File: src/sv/qdp_pkg.sv
package qdp_pkg;

  localparam int SAMPLE_W = 8;
  localparam int CODE_W   = 4;
  localparam int BYTE_W   = 8;
  localparam int KEY_W    = 13;
  localparam logic [KEY_W-1:0] KEY_RESET = 13'h051D;

  typedef struct packed {
    logic       ok;
    logic [1:0] idx;
  } level_t;

  // In-phase axis uses Gray order on the two high bits.
  localparam logic [1:0] GRAY_HI [4] = '{2'd0, 2'd1, 2'd3, 2'd2};

  function automatic level_t level_index(input logic signed [SAMPLE_W-1:0] v);
    level_t r;
    r = '{ok: 1'b1, idx: 2'd0};
    case (v)
      -8'sd3: r.idx = 2'd0;
      -8'sd1: r.idx = 2'd1;
      8'sd1:  r.idx = 2'd2;
      8'sd3:  r.idx = 2'd3;
      default: r = '{ok: 1'b0, idx: 2'd0};
    endcase
    return r;
  endfunction

endpackage

File: src/sv/qam16_demap_descramble_pack.sv
// A request accepted into the input register has its byte in the output register
// when it moves on as the second symbol of a pair; first symbols give no byte.
// Throughput: one symbol per cycle while the output is not stalled, one byte every
// two symbols, set by the input and output registers each holding one request.
// Reset (synchronous, active high) empties both registers, clears key index and the
// held half byte, and loads the key register with 0x051D.
module qam16_demap_descramble_pack
  import qdp_pkg::*;
#(
  parameter int KEY_BITS = 13
) (
  input  logic              clk,
  input  logic              rst,
  input  logic              cfg_we,
  input  logic [KEY_W-1:0]  cfg_data,
  input  logic              s_axis_tvalid,
  output logic              s_axis_tready,
  input  logic [15:0]       s_axis_tdata,   // real_sample [7:0], imag_sample [15:8]
  output logic              m_axis_tvalid,
  input  logic              m_axis_tready,
  output logic [BYTE_W-1:0] m_axis_tdata    // data_byte [7:0]
);

  logic [KEY_W-1:0]           key_pattern;
  logic                       in_valid;
  logic signed [SAMPLE_W-1:0] real_sample;
  logic signed [SAMPLE_W-1:0] imag_sample;
  logic [CODE_W-1:0]          code;
  logic [CODE_W-1:0]          nib;
  logic [CODE_W-1:0]          held_nibble;
  logic                       nibble_valid;
  logic                       out_free;
  logic                       advance;

  assign out_free = !m_axis_tvalid || m_axis_tready;
  // A first symbol only fills the half-byte holder, so it never waits on the output.
  assign advance = in_valid && (!nibble_valid || out_free);
  assign s_axis_tready = !in_valid || advance;

  always_ff @(posedge clk) begin
    if (rst) begin
      key_pattern <= KEY_RESET;
    end else if (cfg_we) begin
      key_pattern <= cfg_data;
    end
  end

  always_ff @(posedge clk) begin
    if (rst) begin
      in_valid <= 1'b0;
    end else if (s_axis_tready) begin
      in_valid <= s_axis_tvalid;
    end
  end

  always_ff @(posedge clk) begin
    if (s_axis_tvalid && s_axis_tready) begin
      real_sample <= s_axis_tdata[SAMPLE_W-1:0];
      imag_sample <= s_axis_tdata[2*SAMPLE_W-1:SAMPLE_W];
    end
  end

  qdp_slicer u_slicer (
    .real_sample (real_sample),
    .imag_sample (imag_sample),
    .code        (code)
  );

  qdp_descramble #(
    .KEY_BITS (KEY_BITS)
  ) u_descramble (
    .clk         (clk),
    .rst         (rst),
    .key_pattern (key_pattern),
    .code        (code),
    .step        (advance),
    .nib         (nib)
  );

  always_ff @(posedge clk) begin
    if (rst) begin
      nibble_valid  <= 1'b0;
      held_nibble   <= '0;
      m_axis_tvalid <= 1'b0;
    end else begin
      if (advance) begin
        nibble_valid <= !nibble_valid;
        held_nibble  <= nibble_valid ? '0 : nib;
      end
      if (advance && nibble_valid) begin
        m_axis_tvalid <= 1'b1;
      end else if (m_axis_tready) begin
        m_axis_tvalid <= 1'b0;
      end
    end
  end

  always_ff @(posedge clk) begin
    if (advance && nibble_valid) begin
      m_axis_tdata <= {held_nibble, nib};
    end
  end

endmodule

File: src/sv/qdp_slicer.sv
module qdp_slicer
  import qdp_pkg::*;
(
  input  logic signed [SAMPLE_W-1:0] real_sample,
  input  logic signed [SAMPLE_W-1:0] imag_sample,
  output logic        [CODE_W-1:0]   code
);

  level_t re_lvl;
  level_t im_lvl;

  always_comb begin
    re_lvl = level_index(real_sample);
    im_lvl = level_index(imag_sample);
    // Any level off the grid on either axis gives code zero.
    if (re_lvl.ok && im_lvl.ok) begin
      code = {GRAY_HI[re_lvl.idx], im_lvl.idx};
    end else begin
      code = '0;
    end
  end

endmodule

File: src/sv/qdp_descramble.sv
module qdp_descramble
  import qdp_pkg::*;
#(
  parameter int KEY_BITS = 13
) (
  input  logic              clk,
  input  logic              rst,
  input  logic [KEY_W-1:0]  key_pattern,
  input  logic [CODE_W-1:0] code,
  input  logic              step,
  output logic [CODE_W-1:0] nib
);

  localparam int IDX_W = (KEY_BITS > 1) ? $clog2(KEY_BITS) : 1;
  localparam logic [IDX_W-1:0] IDX_LAST = IDX_W'(KEY_BITS - 1);

  logic [KEY_BITS-1:0] key_ext;
  logic [IDX_W-1:0]    key_index;
  logic [IDX_W-1:0]    key_index_next;
  logic [IDX_W-1:0]    idx [CODE_W+1];

  // Key bits above the register width read as zero.
  for (genvar i = 0; i < KEY_BITS; i++) begin : g_key
    if (i < KEY_W) begin : g_reg
      assign key_ext[i] = key_pattern[i];
    end else begin : g_zero
      assign key_ext[i] = 1'b0;
    end
  end

  // Four key positions per symbol, each wrapping at the key length.
  always_comb begin
    idx[0] = key_index;
    for (int k = 0; k < CODE_W; k++) begin
      nib[CODE_W-1-k] = code[CODE_W-1-k] ^ key_ext[idx[k]];
      idx[k+1] = (idx[k] == IDX_LAST) ? '0 : idx[k] + 1'b1;
    end
    key_index_next = idx[CODE_W];
  end

  always_ff @(posedge clk) begin
    if (rst) begin
      key_index <= '0;
    end else if (step) begin
      key_index <= key_index_next;
    end
  end

endmodule

File: config.mk
export PLATFORM = sky130hd
export DESIGN_NAME = qam16_demap_descramble_pack
export DESIGN_NICKNAME = d
export VERILOG_FILES = /design/src/sv/qdp_pkg.sv /design/src/sv/qam16_demap_descramble_pack.sv /design/src/sv/qdp_slicer.sv /design/src/sv/qdp_descramble.sv
export SDC_FILE = /design/constraint.sdc
export NUM_CORES = 1
export LEC_CHECK = 0
export ABC_CLOCK_PERIOD_IN_PS = 4200
export BUFFER_PORTS_ARGS = -buffer_cell sky130_fd_sc_hd__clkbuf_2
export CAP_MARGIN = 20
export CORE_MARGIN = 3
export CORE_UTILIZATION = 50
export DETAILED_ROUTE_END_ITERATION = 12
export GPL_TIMING_DRIVEN = 0
export PLACE_DENSITY = 0.83
export SLEW_MARGIN = 5
export SYNTH_ARGS = -nofsm -noshare
export SYNTH_HDL_FRONTEND = slang
export SYNTH_SLANG_ARGS = --single-unit
export TNS_END_PERCENT = 1
File: constraint.sdc
create_clock -name clk -period 4.2 [get_ports clk]
set_clock_uncertainty 0.15 [all_clocks]
set_input_delay 1.05 -clock clk [delete_from_list [all_inputs] [get_ports clk]]
set_output_delay 1.05 -clock clk [all_outputs]
set_load 0.005 [all_outputs]
# Word-level counts from Yosys, hierarchy flattened
# Cells that the tools add are included.
# totals
regBits	48
inputBits	34
elab_cells	71
# op_classes
addsub	4
order_cmp	5
n_eq_ne	12
mux	23
bitwise_logic	5
n_reduce_logical	13
# ops
op	n
8-bit equality test (second input constant)	4
4-bit two-way mux	6
4-bit by 5-bit < comparator with 1-bit output (second input constant)	4
4-bit by 1-bit adder with 4-bit output (second input constant)	4
1-bit binary-select mux with 4-bit select	4
4-bit equality test (second input constant)	4
8-bit by 1-bit equality test with 1-bit output (second input constant)	2
8-bit by 2-bit equality test with 1-bit output (second input constant)	2
2-bit one-hot mux with 3 select lines	2
1-bit two-way mux	8
4-bit OR reduction	2
2-bit binary-select mux with 2-bit select	1
1-bit logical AND	4
2-bit two-way mux	2
1-bit bitwise XOR	4
3-bit greater-or-equal comparator (second input constant)	1
1-bit zero test	3
1-bit logical OR	3
2-bit inverter with 3-bit output	1
2-bit nonzero test	1

# Logic depth before layout (Yosys ltp)
# depth
word_depth	10
mapped_depth	19
ltp_nobuf	17

# Hierarchy
# Synthesis repeated with hierarchy kept, for this count alone.
# unflattened
hier_cells	255
hier_area_um2	2778.9
# modules_own_cells
module	n_inst	cells_per_inst	area_per_inst_um2
qam16_demap_descramble_pack	1	104	1541.5
qdp_descramble	1	133	1112.3
qdp_slicer	1	18	125.1

# Least setup slack after synthesis
# OpenSTA, ideal clock, no wires.
# synth_path
kind	register -> register
startpoint	reg u_descramble.key_index[0]
endpoint	reg m_axis_tdata[0], data pin
arrival_time_ns	3.519
slack_ns	0.273
path_stages_with_launch	20
cell_sequence	dfxtp_1 > buf_6 > inv_1 > ha_1 > a31oi_1 > inv_1 > ha_1 > a31oi_2 > inv_1 > ha_1 > nor2b_1 > nand4_1 > and4_1 > clkbuf_1 > inv_2 > nand3_1 > nand4bb_1 > o221ai_1 > nand2_2 > xnor2_1
# synth_between
elab_chain_cells	9
# synth_lines
element	line	text
start, declared	qdp_descramble.sv:18	logic [IDX_W-1:0] key_index;
start signal, assigned	qdp_descramble.sv:45	key_index <= key_index_next;
4-bit by 1-bit adder with 4-bit output or 4-bit equality test (tied branches)	qdp_descramble.sv:36	idx[k+1] = (idx[k] == IDX_LAST) ? '0 : idx[k] + 1'b1;
4-bit two-way mux (*)	qdp_descramble.sv:36	
4-bit by 1-bit adder with 4-bit output or 4-bit equality test (tied branches)	qdp_descramble.sv:36	
4-bit two-way mux (*)	qdp_descramble.sv:36	
4-bit by 1-bit adder with 4-bit output or 4-bit equality test (tied branches)	qdp_descramble.sv:36	
4-bit two-way mux (*)	qdp_descramble.sv:36	
1-bit binary-select mux with 4-bit select (*)	qdp_descramble.sv:35	nib[CODE_W-1-k] = code[CODE_W-1-k] ^ key_ext[idx[k]];
1-bit two-way mux (not written as such) (*)	qdp_descramble.sv:35	
1-bit bitwise XOR (*)	qdp_descramble.sv:35	
named net nib[0]	qam16_demap_descramble_pack.sv:29	logic [CODE_W-1:0] nib;
end signal, assigned	qam16_demap_descramble_pack.sv:100	m_axis_tdata <= {held_nibble, nib};
end, declared	qam16_demap_descramble_pack.sv:21	output logic [BYTE_W-1:0] m_axis_tdata
# Mark *: on every way through the listed nets, which the timed path passes. The rest lies on a longest branch. The select of a mux whose other input is x is not followed.
# A chain may end at the register's enable or synchronous reset.

# Final worst setup path
# Ends and elaborated chain as after synthesis.

==> reports/qor.yml <==
grt_max_degree: 17
gp_congestion: 0.909
worstPathBufferInverterCount: 5
final_layout_size_suffix_gt1_share_pct: 25.5
die-area_mm2: 0.00629
ctsLongestPathBuffers: 2
p_comb_share_pct: 17.1
setup.worst_path.class: "reg -> reg"
initial_core_util_pct: 52.2
dr.pass1.iters: 4
worstMarginPinSlew_ns: 0.900
n_antenna_cell: 0
cpMostUsedCell: "inv_1"
clkPwrFrac_pct: 34.4
cts_buffers: 5
seq_area_frac_synth_pct: 44.7
crit_family: "simple AND/OR/NAND/NOR gates"
clk_latency_ns: 0.31
fp.dieH_um: 79.3
detailed_place.area_mm2: 0.00298
ys.flop_type: "edfxtp_1"
synth_top_cell_area_share_pct: 26.8
p_sw_share_pct: 25.9
coreArea_mm2: 0.00514
clk_transition_reported_paths_ns: 0.09
finalSetupViolCount: 0
switchingPower_uw: 288
min_period_ns: 3.98
layout.nets: 347
synth_area_leaders: "edfxtp_1 (27%), dfxtp_1 (18%), mux2i_1 (8.2%)"
grt_pass1_wl_um: 9670
finalCritPeriodShare_pct: 94.7
p_leak_nw: 1.25
path_cells: "buf_6 -> inv_1 -> ha_1 -> a31oi_4 -> inv_1 -> ha_1 -> a31oi_4 -> inv_1 -> ha_2 -> nor2b_1 -> nand4_1 -> and4_4 -> inv_2 -> nor4_1 -> o21ai_1 -> nand2_2 -> xnor2_1"
synth_nets: 299
synthDistinctLibCells: 54
stdcell_count: 376
critPathRequiredTime_ns: 4.12
critPathArrivalTime_ns: 3.90
cp_max_fo: 10
grt.total_usage_pct: 19.8
max_stage_delay_ns: 0.39
synth_area_leader_cell: "edfxtp_1"
mostFrequentLayoutCell: "clkbuf_2"
power_density_mw_per_mm2: 352
syn_inst: 257
max_slew_margin_pct: 39.8
final_core_util_pct: 61.5
p_int_uw: 824
synth_seq_cells: 48
synthArstFlopShare_pct: 0
ys_warn_count: 0
route.detailed.drc: 0
routed_via_density: 5.81
drtIter0Drc: 163
cts-root-buf: "clkbuf_8"
layout_common_cells: "clkbuf_2 (41), nand2_1 (28), dfxtp_1 (24), edfxtp_1 (24), mux2i_1 (22)"
dp_hpwl_um: 4300
tritoncts: "done"
die-width_um: 79.3
synth_edf_count: 24
avgSynthCellArea_um2: 10.4
clock-sinks: 48
slew_viol_final: 0
wirelength_um: 5920
outcome: "completed"
peakVddDrop_mv: 0.312
area_growth_pct: 17.7
grt.overflow.total: 0
endpoint_kind: "flip-flop"
max_freq_mhz: 251
worstHoldPathType: "reg -> reg"
finalPower_mw: 1.11
antenna_found_initial: 0
stdcell_area_mm2: 0.00316
seqPwrFrac_pct: 48.5
rsz0062_at_grt: "false"
row_count: 26
hold_viol: 0
drv_cap: 0
h-tree-depth: 2
route.vias.total: 2184
worst_path_max_delay_cell: "dfxtp_1"
wl_per_cell_um: 15.8
dp.cells: 368
synth_area_mm2: 0.00269
ant_nets: 0
port_buffers: 41
start_kind: "flip-flop"
ioPinCount: 44
grt_pass1_vias: 2086
==> worst register-to-register path, cell delays in order, from the launching register on <==
cell     delay, ns
dfxtp_1       0.39
buf_6         0.19
inv_1         0.12
ha_1          0.28
a31oi_4       0.23
inv_1         0.07
ha_1          0.26
a31oi_4       0.26
inv_1         0.17
ha_2          0.23
nor2b_1       0.14
nand4_1       0.14
and4_4        0.29
inv_2         0.10
nor4_1        0.39
o21ai_1       0.15
nand2_2       0.10
xnor2_1       0.08
==> synth_stat cells, types with 2 or more instances <==
| master | n |
|---|---|
| nand2_1 | 28 |
| dfxtp_1 | 24 |
| edfxtp_1 | 24 |
| and2_1 | 2 |
| mux4_2 | 8 |
| and3_1 | 4 |
| mux2_2 | 2 |
| a22oi_1 | 2 |
| ha_1 | 8 |
| xor2_1 | 4 |
| a31oi_1 | 6 |
| mux2i_1 | 22 |
| a211oi_1 | 2 |
| buf_6 | 2 |
| clkbuf_1 | 8 |
| o221ai_1 | 2 |
| nand3b_1 | 2 |
| or4_1 | 3 |
| nand3_1 | 8 |
| buf_2 | 2 |
| and4_1 | 2 |
| inv_1 | 9 |
| xnor2_1 | 4 |
| nor4_1 | 4 |
| nor3_1 | 4 |
| nor2_1 | 21 |
| a21oi_1 | 10 |
| nand4_1 | 6 |
| o21ai_0 | 5 |
| nor2b_1 | 5 |
==> layer usage <==
metal / GRT usage (%) / share of wire [%] / up-vias
li1: - / - / 1052
met1: 25.6 / 41 / 1017
met3: 3.97 / 6.4 / 22
met4: 9.28 / 3.2 / 0
met2: 31.8 / 49 / 93
met5: 0 / 0 / -
==> what timing repair did <==
action / in CTS / in global routing
pin swaps: 0 / 1
hold buffers: 0 / 0
endpoints found under the setup margin: 4 / 4
gates resized for setup: 3 / 4
setup buffers: 0 / 2
==> cells by family (layout without fill, tap and decap cells) <==
family	after synthesis	count (layout)	share of synthesized area, %
adders and majority gates	8	8	3.73
and+or+nand+nor	95	95	18.2
buffers and inverters	25	74	4.29
xor gates and xnor gates	8	8	2.61
DFF	48	48	44.7
AOI/OAI and AO/OA	40	40	10.3
muxes	33	33	16.2
==> final cells by class <==
cell class	count	area [µm²]
multi-input combinational	184	1410
fill	442	1980
timing repair buffer	43	220
buffer	12	66.3
tap	70	87.6
inverter	11	41.3
clock inverter	2	38.8
clock buffer	6	93.8
sequential	48	1200
==> through the flow <==
stage | setup slack [ns] | hold slack [ns] | setup TNS, ns
after floorplan | 0.273 | 0.258 | 0
after global placement | -0.288 | 0.266 | -0.475
after detailed placement | -0.365 | 0.273 | -0.791
after CTS | 0.00530 | 0.296 | 0
after global routing | 0.0293 | 0.310 | 0
final | 0.223 | 0.294 | 0
==> registers in the layout (all words and copies together), names as in the netlist, 4 cells and up <==
register	count
real_sample	8
imag_sample	8
u_descramble.key_index	4
m_axis_tdata	8
key_pattern	13
held_nibble	4
==> power groups by stage <==
stage	clock network (mW)	logic, mW	registers, mW
finish	0.383	0.190	0.539
global route	0.404	0.208	0.543
CTS	0.384	0.182	0.539
detailed placement	0	0.179	0.550
global placement	0	0.174	0.548
floorplan	0	0.134	0.543
==> path summary, 6_finish.rpt <==
kind                          end                 startpoint  slack, ns  depth (start not counted)
hold / removal    m_axis_tdata[6]             held_nibble[2]       0.29                          0
setup / recovery  m_axis_tdata[0]  u_descramble.key_index[0]       0.22                         17
setup reg to reg  m_axis_tdata[0]  u_descramble.key_index[0]       0.22                         17
hold reg to reg   m_axis_tdata[6]             held_nibble[2]       0.29                          0
No activity file was read; power rests on OpenSTA's default activity.
